**src/hw/rtl/hcfd_pkg.sv**
```systemverilog
package hcfd_pkg;

    typedef enum logic [2:0] {
        KIND_GIMBAL_DELTA  = 3'd0,
        KIND_SHOT_SPEED    = 3'd1,
        KIND_SHOT_MODE     = 3'd2,
        KIND_GIMBAL_TARGET = 3'd3,
        KIND_CHASSIS       = 3'd4
    } frame_kind_t;

    // configuration register indexes
    localparam logic [2:0] REG_CODE_GIMBAL_DELTA  = 3'd0;
    localparam logic [2:0] REG_CODE_SHOT_SPEED    = 3'd1;
    localparam logic [2:0] REG_CODE_SHOT_MODE     = 3'd2;
    localparam logic [2:0] REG_CODE_GIMBAL_TARGET = 3'd3;
    localparam logic [2:0] REG_CODE_CHASSIS       = 3'd4;
    localparam logic [2:0] REG_YAW_OFFSET         = 3'd5;
    localparam logic [2:0] REG_PITCH_OFFSET       = 3'd6;

    localparam int NUM_CODES = 5;
    localparam int NUM_BYTES = 6;
    localparam int NUM_PAIRS = 3;
    localparam int LEVEL_W   = 16;
    localparam int COEF_W    = 34;
    localparam int PROD_W    = LEVEL_W + COEF_W;
    localparam int COEF_SHIFT = 25;
    localparam int QW        = 24;
    localparam int VAL_W     = 26;
    localparam int ROT_W     = 18;
    localparam int OFF_W     = 25;
    localparam int SUM_W     = 27;

    localparam logic [7:0] HEADER_MIN = 8'd201;
    localparam logic [LEVEL_W-1:0] LEVEL_RADIX = 16'd200;

    // q = floor(p * M * 2048 / 625) = (p * ceil(M * 2^36 / 625)) >> 25, exact for p <= 40200
    localparam logic [COEF_W-1:0] COEF_M60 = COEF_W'(((64'd60 << 36) + 64'd624) / 64'd625);
    localparam logic [COEF_W-1:0] COEF_M30 = COEF_W'(((64'd30 << 36) + 64'd624) / 64'd625);
    localparam logic [COEF_W-1:0] COEF_M80 = COEF_W'(((64'd80 << 36) + 64'd624) / 64'd625);
    localparam logic [COEF_W-1:0] COEF_M50 = COEF_W'(((64'd50 << 36) + 64'd624) / 64'd625);
    localparam logic [COEF_W-1:0] COEF_M1  = COEF_W'(((64'd1 << 36) + 64'd624) / 64'd625);

    // channel half ranges in q16.16
    localparam logic signed [SUM_W-1:0] HALF_M60 = SUM_W'(60 * 65536);
    localparam logic signed [SUM_W-1:0] HALF_M30 = SUM_W'(30 * 65536);
    localparam logic signed [SUM_W-1:0] HALF_M80 = SUM_W'(80 * 65536);
    localparam logic signed [SUM_W-1:0] HALF_M50 = SUM_W'(50 * 65536);
    localparam logic signed [SUM_W-1:0] HALF_M1  = SUM_W'(65536);

    typedef struct packed {
        logic [NUM_CODES-1:0][7:0] codes;
        logic [OFF_W-1:0]          yaw_offset;
        logic [OFF_W-1:0]          pitch_offset;
    } cfg_t;

    typedef struct packed {
        frame_kind_t               kind;
        logic [NUM_BYTES-1:0][7:0] payload;
    } frame_t;

    typedef struct packed {
        frame_kind_t                kind;
        logic [7:0]                 raw;
        logic [NUM_PAIRS-1:0][QW-1:0] q;
    } scaled_t;

    typedef struct packed {
        frame_kind_t             kind;
        logic [VAL_W-1:0]        first_value;
        logic [VAL_W-1:0]        second_value;
        logic [ROT_W-1:0]        third_value;
    } result_t;

    function automatic logic [2:0] frame_len(frame_kind_t kind);
        logic [2:0] len;
        unique case (kind)
            KIND_GIMBAL_DELTA:  len = 3'd4;
            KIND_SHOT_SPEED:    len = 3'd1;
            KIND_SHOT_MODE:     len = 3'd1;
            KIND_GIMBAL_TARGET: len = 3'd4;
            KIND_CHASSIS:       len = 3'd6;
            default:            len = 3'd6;
        endcase
        return len;
    endfunction

endpackage

```
**src/hw/rtl/host_command_frame_decoder.sv**
```systemverilog
// Host command frame decoder: takes one received byte per cycle on s_axis and emits one
// decoded item on m_axis per completed frame. Bytes above 200 are headers; a header that
// matches a programmed code opens a frame, any other header just closes the open frame.
// Payload pairs are dequantized to Q16.16 with an exact constant multiply, so an item is
// accepted every cycle while the output side keeps up; the result of the byte that completes
// a frame passes the frame, product and output registers, and any of the three stages
// absorbs a stall. Code and offset registers are written through cfg_we/cfg_index/cfg_wdata;
// the user must write them only while no frame is in flight; the block does not enforce it.
module host_command_frame_decoder
    import hcfd_pkg::*;
(
    input  logic        clk,
    input  logic        rst_n,
    input  logic        cfg_we,
    input  logic [2:0]  cfg_index,
    input  logic [24:0] cfg_wdata,
    input  logic        s_axis_tvalid,
    output logic        s_axis_tready,
    input  logic [7:0]  s_axis_tdata,   // rx_byte
    output logic        m_axis_tvalid,
    input  logic        m_axis_tready,
    output logic [71:0] m_axis_tdata,   // first_value, second_value, third_value, 2 zero bits
    output logic [2:0]  m_axis_tuser    // frame_kind
);

    cfg_t    cfg_reg;
    logic    frame_valid, frame_ready;
    frame_t  frame_data;
    logic    scaled_valid, scaled_ready;
    scaled_t scaled_data;
    result_t result;

    always_ff @(posedge clk or negedge rst_n)
    begin
        if (!rst_n)
        begin
            cfg_reg.codes[0]     <= 8'd201;
            cfg_reg.codes[1]     <= 8'd202;
            cfg_reg.codes[2]     <= 8'd203;
            cfg_reg.codes[3]     <= 8'd204;
            cfg_reg.codes[4]     <= 8'd205;
            cfg_reg.yaw_offset   <= '0;
            cfg_reg.pitch_offset <= '0;
        end
        else if (cfg_we)
        begin
            unique case (cfg_index)
                REG_CODE_GIMBAL_DELTA:  cfg_reg.codes[0] <= cfg_wdata[7:0];
                REG_CODE_SHOT_SPEED:    cfg_reg.codes[1] <= cfg_wdata[7:0];
                REG_CODE_SHOT_MODE:     cfg_reg.codes[2] <= cfg_wdata[7:0];
                REG_CODE_GIMBAL_TARGET: cfg_reg.codes[3] <= cfg_wdata[7:0];
                REG_CODE_CHASSIS:       cfg_reg.codes[4] <= cfg_wdata[7:0];
                REG_YAW_OFFSET:         cfg_reg.yaw_offset <= cfg_wdata;
                REG_PITCH_OFFSET:       cfg_reg.pitch_offset <= cfg_wdata;
                default:                ;
            endcase
        end
    end

    hcfd_frame u_frame (
        .clk       (clk),
        .rst_n     (rst_n),
        .cfg       (cfg_reg),
        .in_valid  (s_axis_tvalid),
        .in_ready  (s_axis_tready),
        .in_byte   (s_axis_tdata),
        .out_valid (frame_valid),
        .out_ready (frame_ready),
        .out_data  (frame_data)
    );

    hcfd_scale u_scale (
        .clk       (clk),
        .rst_n     (rst_n),
        .in_valid  (frame_valid),
        .in_ready  (frame_ready),
        .in_data   (frame_data),
        .out_valid (scaled_valid),
        .out_ready (scaled_ready),
        .out_data  (scaled_data)
    );

    hcfd_combine u_combine (
        .clk       (clk),
        .rst_n     (rst_n),
        .cfg       (cfg_reg),
        .in_valid  (scaled_valid),
        .in_ready  (scaled_ready),
        .in_data   (scaled_data),
        .out_valid (m_axis_tvalid),
        .out_ready (m_axis_tready),
        .out_data  (result)
    );

    assign m_axis_tdata = {2'b00, result.third_value, result.second_value, result.first_value};
    assign m_axis_tuser = result.kind;

endmodule

```
**src/hw/rtl/hcfd_frame.sv**
```systemverilog
module hcfd_frame
    import hcfd_pkg::*;
(
    input  logic       clk,
    input  logic       rst_n,
    input  cfg_t       cfg,
    input  logic       in_valid,
    output logic       in_ready,
    input  logic [7:0] in_byte,
    output logic       out_valid,
    input  logic       out_ready,
    output frame_t     out_data
);

    logic        open_reg, open_next;
    frame_kind_t kind_reg, kind_next;
    logic [2:0]  cnt_reg, cnt_next;
    logic [7:0]  store_reg [NUM_BYTES];
    logic        valid_reg, valid_next;
    frame_t      frame_reg, frame_next;

    logic        accept;
    logic        is_header;
    logic        emit;
    logic [2:0]  cnt_inc;

    assign in_ready  = !valid_reg || out_ready;
    assign accept    = in_valid && in_ready;
    assign is_header = in_byte >= HEADER_MIN;
    assign cnt_inc   = cnt_reg + 3'd1;

    always_comb
    begin
        open_next = open_reg;
        kind_next = kind_reg;
        cnt_next  = cnt_reg;
        emit      = 1'b0;
        frame_next.kind = kind_reg;
        for (int i = 0; i < NUM_BYTES; i++)
        begin
            frame_next.payload[i] = (3'(i) == cnt_reg) ? in_byte : store_reg[i];
        end
        if (accept)
        begin
            if (is_header)
            begin
                cnt_next  = 3'd0;
                open_next = 1'b0;
                // descending so the lowest matching register wins
                for (int k = NUM_CODES - 1; k >= 0; k--)
                begin
                    if (cfg.codes[k] == in_byte)
                    begin
                        open_next = 1'b1;
                        kind_next = frame_kind_t'(3'(k));
                    end
                end
            end
            else if (open_reg)
            begin
                if (cnt_inc == frame_len(kind_reg))
                begin
                    emit      = 1'b1;
                    open_next = 1'b0;
                    cnt_next  = 3'd0;
                end
                else
                begin
                    cnt_next = cnt_inc;
                end
            end
        end
        valid_next = valid_reg;
        if (emit)
        begin
            valid_next = 1'b1;
        end
        else if (out_ready)
        begin
            valid_next = 1'b0;
        end
    end

    always_ff @(posedge clk or negedge rst_n)
    begin
        if (!rst_n)
        begin
            open_reg  <= 1'b0;
            kind_reg  <= KIND_GIMBAL_DELTA;
            cnt_reg   <= 3'd0;
            valid_reg <= 1'b0;
        end
        else
        begin
            open_reg  <= open_next;
            kind_reg  <= kind_next;
            cnt_reg   <= cnt_next;
            valid_reg <= valid_next;
        end
    end

    always_ff @(posedge clk)
    begin
        if (accept && !is_header && open_reg)
        begin
            store_reg[cnt_reg] <= in_byte;
        end
        if (emit)
        begin
            frame_reg <= frame_next;
        end
    end

    assign out_valid = valid_reg;
    assign out_data  = frame_reg;

    a_cnt_range: assert property (@(posedge clk) disable iff (!rst_n)
        cnt_reg <= 3'd5)
        else $error("payload count out of range");

    a_idle_cnt: assert property (@(posedge clk) disable iff (!rst_n)
        !open_reg |-> cnt_reg == 3'd0)
        else $error("payload count nonzero with no frame open");

    a_header_restart: assert property (@(posedge clk) disable iff (!rst_n)
        accept && is_header |=> cnt_reg == 3'd0)
        else $error("header did not restart the frame");

endmodule

```
**src/hw/rtl/hcfd_scale.sv**
```systemverilog
module hcfd_scale
    import hcfd_pkg::*;
(
    input  logic    clk,
    input  logic    rst_n,
    input  logic    in_valid,
    output logic    in_ready,
    input  frame_t  in_data,
    output logic    out_valid,
    input  logic    out_ready,
    output scaled_t out_data
);

    logic    valid_reg;
    scaled_t data_reg, data_next;
    logic    accept;

    logic [LEVEL_W-1:0] level [NUM_PAIRS];
    logic [COEF_W-1:0]  coef  [NUM_PAIRS];
    logic [PROD_W-1:0]  prod  [NUM_PAIRS];

    assign in_ready = !valid_reg || out_ready;
    assign accept   = in_valid && in_ready;

    always_comb
    begin
        unique case (in_data.kind)
            KIND_GIMBAL_DELTA:
            begin
                coef[0] = COEF_M60;
                coef[1] = COEF_M30;
            end
            KIND_GIMBAL_TARGET:
            begin
                coef[0] = COEF_M80;
                coef[1] = COEF_M50;
            end
            default:
            begin
                coef[0] = COEF_M1;
                coef[1] = COEF_M1;
            end
        endcase
        coef[2] = COEF_M1;

        data_next.kind = in_data.kind;
        data_next.raw  = in_data.payload[0];
        for (int i = 0; i < NUM_PAIRS; i++)
        begin
            level[i] = LEVEL_W'(in_data.payload[2*i]) * LEVEL_RADIX
                     + LEVEL_W'(in_data.payload[2*i+1]);
            prod[i]  = PROD_W'(level[i]) * PROD_W'(coef[i]);
            data_next.q[i] = prod[i][COEF_SHIFT +: QW];
        end
    end

    always_ff @(posedge clk or negedge rst_n)
    begin
        if (!rst_n)
        begin
            valid_reg <= 1'b0;
        end
        else if (in_ready)
        begin
            valid_reg <= in_valid;
        end
    end

    always_ff @(posedge clk)
    begin
        if (accept)
        begin
            data_reg <= data_next;
        end
    end

    assign out_valid = valid_reg;
    assign out_data  = data_reg;

endmodule

```
**src/hw/rtl/hcfd_combine.sv**
```systemverilog
module hcfd_combine
    import hcfd_pkg::*;
(
    input  logic    clk,
    input  logic    rst_n,
    input  cfg_t    cfg,
    input  logic    in_valid,
    output logic    in_ready,
    input  scaled_t in_data,
    output logic    out_valid,
    input  logic    out_ready,
    output result_t out_data
);

    logic    valid_reg;
    result_t data_reg, data_next;
    logic    accept;

    logic signed [SUM_W-1:0] q0, q1, q2;
    logic signed [SUM_W-1:0] yaw_off, pitch_off;
    logic signed [SUM_W-1:0] first_sum, second_sum, third_sum;

    assign in_ready = !valid_reg || out_ready;
    assign accept   = in_valid && in_ready;

    always_comb
    begin
        q0 = signed'(SUM_W'(in_data.q[0]));
        q1 = signed'(SUM_W'(in_data.q[1]));
        q2 = signed'(SUM_W'(in_data.q[2]));
        yaw_off   = SUM_W'(signed'(cfg.yaw_offset));
        pitch_off = SUM_W'(signed'(cfg.pitch_offset));
        third_sum = '0;
        unique case (in_data.kind)
            KIND_GIMBAL_DELTA:
            begin
                first_sum  = q0 - HALF_M60;
                second_sum = q1 - HALF_M30;
            end
            KIND_SHOT_SPEED, KIND_SHOT_MODE:
            begin
                first_sum  = signed'(SUM_W'(in_data.raw));
                second_sum = '0;
            end
            KIND_GIMBAL_TARGET:
            begin
                // yaw is negated before the offset
                first_sum  = HALF_M80 - q0 + yaw_off;
                second_sum = q1 - HALF_M50 + pitch_off;
            end
            default:
            begin
                first_sum  = q0 - HALF_M1;
                second_sum = q1 - HALF_M1;
                third_sum  = q2 - HALF_M1;
            end
        endcase
        data_next.kind         = in_data.kind;
        data_next.first_value  = first_sum[VAL_W-1:0];
        data_next.second_value = second_sum[VAL_W-1:0];
        data_next.third_value  = third_sum[ROT_W-1:0];
    end

    always_ff @(posedge clk or negedge rst_n)
    begin
        if (!rst_n)
        begin
            valid_reg <= 1'b0;
        end
        else if (in_ready)
        begin
            valid_reg <= in_valid;
        end
    end

    always_ff @(posedge clk)
    begin
        if (accept)
        begin
            data_reg <= data_next;
        end
    end

    assign out_valid = valid_reg;
    assign out_data  = data_reg;

    a_third_zero: assert property (@(posedge clk) disable iff (!rst_n)
        valid_reg && data_reg.kind != KIND_CHASSIS |-> data_reg.third_value == '0)
        else $error("rotation speed set on a non-chassis item");

    a_shot_second_zero: assert property (@(posedge clk) disable iff (!rst_n)
        valid_reg && (data_reg.kind == KIND_SHOT_SPEED || data_reg.kind == KIND_SHOT_MODE)
        |-> data_reg.second_value == '0 && data_reg.first_value[VAL_W-1:8] == '0)
        else $error("shot item carries more than its raw byte");

endmodule
```
**config.mk**
```make
export PLATFORM = sky130hd
export DESIGN_NAME = host_command_frame_decoder
export DESIGN_NICKNAME = d
export VERILOG_FILES = /design/src/hw/rtl/hcfd_pkg.sv /design/src/hw/rtl/host_command_frame_decoder.sv /design/src/hw/rtl/hcfd_frame.sv /design/src/hw/rtl/hcfd_scale.sv /design/src/hw/rtl/hcfd_combine.sv
export SDC_FILE = /design/constraint.sdc
export NUM_CORES = 2
export LEC_CHECK = 0
export BUFFER_PORTS_ARGS = -buffer_cell sky130_fd_sc_hd__buf_2
export CELL_PAD_IN_SITES_DETAIL_PLACEMENT = 0
export CELL_PAD_IN_SITES_GLOBAL_PLACEMENT = 1
export CORE_UTILIZATION = 39
export DETAILED_ROUTE_END_ITERATION = 10
export PLACE_DENSITY_LB_ADDON = 0.2
export SLEW_MARGIN = 5
export SYNTH_ARGS = -nofsm -noshare
export SYNTH_HDL_FRONTEND = slang
export SYNTH_SLANG_ARGS = --single-unit
```
**constraint.sdc**
```tcl
create_clock -name clk -period 8.5 [get_ports clk]
set_input_delay 0 -clock clk [delete_from_list [all_inputs] [get_ports clk]]
set_output_delay 0 -clock clk [all_outputs]
set_load 0.01 [all_outputs]
```
After elaboration in Yosys (flattened, before gate mapping)
Memory sizes are Yosys's and may differ from the RTL's. A register that Yosys moved wholly into a read port is not among the register bits. Index checks and enable logic that the tools add are counted.

Word-level logic and storage cells: 126. Input bits: 41. Output and inout bits: 77. Memories: 1. Bits in writable memories: 48. Bits in registers: 253.

Reductions and logical operators: 32. Muxes and demuxes: 31. Multiply operators: 6. Add/subtract/negate cells: 13. Eq/ne operators: 19. Order comparisons: 1.

Memory list: u_frame.store_reg (depth 6, bits a word 8, read ports 6, clocked after memory_dff 6, wr ports 1, line hcfd_frame.sv:18) `logic [7:0] store_reg [NUM_BYTES];`.

Operators by type and width (count): 26-bit case mux with 3 select lines (2); 68-bit case mux with 2 select lines (1); 16-bit by 34-bit multiplier with 49-bit output (2); 25-bit by 25-bit adder with 26-bit output (2); 24-bit by 17-bit subtractor with 25-bit output, second input constant (2); 24-bit by 22-bit subtractor with 25-bit output, second input constant (2); 16-bit by 8-bit adder with 16-bit output (3); 16-bit by 27-bit multiplier with 43-bit output, second input constant (1); 8-bit equality test (5); 8-bit by 5-bit multiplier with 13-bit output, second input constant (3); 3-bit 2-to-1 mux (11); 23-bit by 24-bit subtractor with 25-bit output, first input constant (1); 24-bit by 21-bit subtractor with 25-bit output, second input constant (1); 3-bit by 2-bit equality test with 1-bit output, second input constant (7); 18-bit by 17-bit subtractor with 18-bit output, second input constant (1); 1-bit 2-to-1 mux (16); 2-bit AND reduction (8); 3-bit logical NOT (4); 3-bit by 1-bit equality test with 1-bit output, second input constant (3); 3-bit equality test, second input constant (3); 8-bit greater-or-equal comparator, second input constant (1); 3-bit case mux with 2 select lines (1); 2-bit OR reduction (3); 1-bit logical AND (5); 8 further kinds (14).

Logic depth before layout (Yosys ltp)
Depth in word-level cells: 12. Mapped depth: 37. Mapped depth without buffers: 37.

Cells and area by module
From an unflattened synthesis, not the netlist that was laid out.

Cell total of the unflattened synthesis: 5097. Area total of the unflattened synthesis: 53063.4 um^2.

Modules (own cells, without submodules): hcfd_scale (area each 38060.3 um^2, cells an instance 3857, times used 1, seq. area each 2337.2 um^2); hcfd_combine (area each 6706.4 um^2, cells an instance 753, times used 1, seq. area each 2217.1 um^2); hcfd_frame (area each 4817.1 um^2, cells an instance 286, times used 1, seq. area each 3173.0 um^2); host_command_frame_decoder (area each 3479.6 um^2, cells an instance 201, times used 1, seq. area each 2279.7 um^2).

Worst setup path after synthesis
OpenSTA, ideal clock, no wires.

Kind: register -> register. From: reg u_frame.out_data[2] (netlist name). To: reg u_scale.data_reg, in the netlist u_scale.out_data[18], data pin. Stages on the path, launching flop included: 32. Library setup time: 276 ps. Period minus slack after synthesis: 8904 ps. Buffers on the path: 0. Data required time: 8224 ps. Setup slack: -404 ps. Data arrival time: 8629 ps. Cell sequence: edfxtp_1 -> ha_1 -> ha_1 -> fa_1 -> ha_1 -> xor2_1 -> nand2_1 -> o21bai_1 -> nor2_1 -> xor2_1 -> nand2_1 -> inv_1 -> nand2_1 -> fa_1 -> inv_1 -> fa_1 -> fa_1 -> fa_1 -> inv_1 -> fa_1 -> inv_1 -> fa_1 -> ha_1 -> and3_1 -> nand3_1 -> or3_1 -> a2111oi_2 -> a211oi_2 -> o31ai_4 -> a21oi_1 -> o21ai_1 -> a311oi_1.

RTL lines: end signal, assigned (line hcfd_scale.sv:73) `data_reg <= data_next;`; end, declared (line hcfd_scale.sv:15) `scaled_t data_reg, data_next;`.

==> results.py <==
metrics = {
    "clock_network": {
        "cts.sinks": 349,
        "cts_tree": "yes",
        "cts.clk_slew.worst_paths_ns": 0.06,
        "root_buffer": "clkbuf_16",
        "tritoncts.num_buffers": 43,
        "clk_path_buf_depth": 3,
        "cts_max_level": 2,
        "insertion_delay_ns": 0.61,
    },
    "worst_hold_path": {
        "whs_path_depth": 3,
        "hold_path.class": "in2reg",
        "min_to": "cfg_reg[71]$_DFFE_PN0P_",
        "hp-start": "cfg_index[0]",
    },
    "worst_setup_path": {
        "end_kind": "flip-flop",
        "cp-start-kind": "flip-flop",
        "arrival_ns": 9.46,
        "rrSetupSlack_ns": -0.61,
        "cp_slowest_cell": "fa_1",
        "path_class": "reg2reg",
        "rr_worst_depth": 36,
        "r2r_end": "u_scale.out_data[20]$_DFFE_PP_",
        "path_delay_family": "adder cells",
        "worst-path-buf-inv": 7,
        "cpPeakStageDelay_ns": 0.56,
        "cp.required_ns": 8.85,
        "r2r-start": "u_frame.out_data[2]$_DFFE_PP_",
        "cpMostUsedCell": "fa_1",
        "cp_max_fo": 6,
    },
    "layout": {
        "multi_input_area_sq_mm": 0.0389,
        "seq_area_sq_mm": 0.0100,
        "largest_reg_flops": 90,
        "finalInstanceArea_sq_mm": 0.0639,
        "drive_gt1_share_pct": 23.9,
        "syn2layout_area_growth_pct": 22.6,
        "final_nets": 7398,
        "n_antenna_cell": 0,
        "fillers": 12330,
        "layout.cells.non_filler": 7592,
    },
    "die": {
        "core_sq_mm": 0.132,
        "die_y_um": 368,
        "die_w_um": 368,
        "rows": 133,
        "start_util_pct": 39.5,
        "io_pins": 118,
        "die-area_sq_mm": 0.135,
    },
    "sta": {
        "slew_headroom_pct": 17.8,
        "hold_violations": 0,
        "clock_skew_ns": 0.0445,
        "max_freq_ghz": 0.110,
        "rsz0062_at_grt": "yes",
        "final.min_clock_period_ns": 9.11,
        "fin_hold_ws_ns": 0.0606,
        "tightest_slew_ns": 1.23,
        "setup_viol": 57,
        "final-max-slew-violation-count": 0,
        "setup_ws_ns": -0.614,
        "fin_crit_sh_pct": 107,
    },
    "drt": {
        "drtPass1Iterations": 7,
        "initialDrtViolationCount": 2221,
        "drc_errors": 0,
        "drt_wl_total_um": 159000,
        "vias": 37171,
        "route.antenna.remaining_nets": 0,
        "post_drt_wl_per_cell_um": 20.9,
        "vias_per_cell": 4.90,
    },
    "power_and_ir_drop": {
        "p_total_w": 0.00815,
        "p_leak_nw": 31.9,
        "irDropWorstVdd_v": 0.000140,
        "seqPwrFrac_pct": 25.6,
        "combPwrFrac_pct": 51.7,
        "clkPwrFrac_pct": 22.7,
        "p_switching_w": 0.00299,
        "power_per_cell_area_mw_per_mm2": 127,
        "netSwitchingFraction_pct": 36.7,
        "internal_power_w": 0.00516,
    },
    "logic_synthesis": {
        "syn-cell-area_sq_mm": 0.0521,
        "ys_seq_area_share_pct": 19.2,
        "synth.cells.most_frequent": "inv_1 (1286), fa_1 (853), ha_1 (702), edfxtp_1 (249), nand2_1 (243)",
        "async_reset_ff_share_pct": 28.7,
        "avgSynthCellArea_sq_um": 10.4,
        "netlist.area_leader.share_pct": 32.8,
        "synth.area.top_cells": "fa_1 (33%), ha_1 (17%), edfxtp_1 (14%)",
        "synthFlopType": "edfxtp_1",
        "synthCells": 4992,
        "yosysWarnings": 0,
        "ys_ff_latch": 349,
        "synth_top_cell_by_area": "fa_1",
        "synth.most_common_cell": "inv_1",
        "ys_types": 83,
        "synth_edf_count": 249,
    },
    "global_routing": {
        "grt_pass1_wl_um": 244000,
        "grt_pass1_vias": 39932,
        "grt_usage_pct": 23.9,
        "grt_max_degree": 70,
        "grt_antenna_before_repair": 3,
        "grt-ovfl-total": 0,
    },
    "placed_design": {
        "hpwl_um": 135000,
        "dp.cells": 7397,
        "portBuffers": 115,
        "placed_cell_area_sq_mm": 0.0595,
        "gp_congestion": 0.949,
    },
    "status": {
        "violations": "setup timing",
        "status": "finished, violations left",
    },
    "job": {
        "drv_cap": 0,
    },
}
## cell usage in the layout, fill, tap and decap left out, types with 24 or more instances in the layout
cell,count
nor2_2,24
buf_6,51
edfxtp_1,249
fa_1,817
inv_2,37
and2_1,33
nand3_1,44
fa_2,36
buf_4,636
nand4_1,30
ha_4,42
dfrtp_1,78
a21oi_1,129
ha_1,657
dlygate4sd3_1,35
buf_2,114
xor2_1,90
inv_1,1246
xnor2_1,127
o21ai_0,99
nor2_1,179
a21oi_2,34
mux2_2,139
clkbuf_16,43
nand2_1,232
nor3_1,46
a21o_1,64
## cells by family (layout without fill, tap and decap cells)
logic type,after synthesis,in the layout,synth area share [%]
DFF,349,349,19.2
muxes,144,144,3.10
adders and majority gates,1555,1555,49.6
AOI/OAI and AO/OA,536,536,6.69
xor gates and xnor gates,264,264,4.50
buffers and inverters,1375,2215,9.94
and+or+nand+nor,767,767,6.95
other,2,7,0.0144
## per-layer routing
metal,track usage (%),vias to the layer above,wire (um)
li1,-,17447,-
met1,34.7,18734,75100
met2,38.6,831,73000
met3,2.29,159,7130
met4,4.87,0,3340
met5,0,-,0
## power groups by stage
stage	combinational [W]	clock, W	sequential, W
2_1_floorplan	0.00212	0	0.00210
3_3_place_gp	0.00347	0	0.00212
3_5_place_dp	0.00349	0	0.00212
4_1_cts	0.00398	0.00190	0.00209
5_1_grt	0.00464	0.00196	0.00210
6_report	0.00421	0.00185	0.00209
## metrics by stage
step / utilization (%) / worst slack, ns / setup TNS (ns)
finish: 48.4 / -0.614 / -18.05
global route: 48.4 / -0.942 / -37.69
CTS: 47.7 / -0.616 / -17.24
detailed placement: 45.1 / -0.990 / -33.76
global placement: 45.1 / -0.986 / -31.60
floorplan: - / -0.0650 / -0.0835
## how the worst max path moves through the flow
stage	startpoint	to	slack, ns	depth (start not counted)
after floorplan	u_frame.out_data[18]$_DFFE_PP_	u_scale.out_data[46]$_DFFE_PP_	-0.06	31
after global placement	u_frame.out_data[19]$_DFFE_PP_	u_scale.out_data[47]$_DFFE_PP_	-0.99	34
after detailed placement	u_frame.out_data[19]$_DFFE_PP_	u_scale.out_data[47]$_DFFE_PP_	-0.99	34
after CTS	u_frame.out_data[2]$_DFFE_PP_	u_scale.out_data[18]$_DFFE_PP_	-0.62	36
after global routing	u_frame.out_data[2]$_DFFE_PP_	u_scale.out_data[20]$_DFFE_PP_	-0.94	36
final	u_frame.out_data[2]$_DFFE_PP_	u_scale.out_data[20]$_DFFE_PP_	-0.61	36
## layout make-up
cell class	count	area share (%)
clock inverters	26	0.397
repair buffers	847	10.2
clock buffers	54	1.81
well taps	1755	3.44
multi-input cells	3273	60.9
inverters	1288	7.60
flip-flops and latches	349	15.7
## worst register-to-register path: cells and delay by family (launching register included)
kind / cells / cell delay (ns)
simple gates: 6 / 1.37
fa+ha+maj: 11 / 4.40
flops: 1 / 0.44
compound gates: 8 / 1.27
buf+inv: 7 / 0.71
xor+xnor: 4 / 0.68
## repair_timing
| item | CTS | global route |
|---|---|---|
| gates cloned | 1 | 0 |
| pin swaps | 127 | 113 |
| endpoints found under the hold margin | 184 | 0 |
| gates resized for setup | 248 | 169 |
| endpoints found under the setup margin | 65 | 65 |
| setup buffers | 67 | 33 |
| hold buffers | 36 | 0 |
Note: power is estimated with default switching activity, not from simulation.
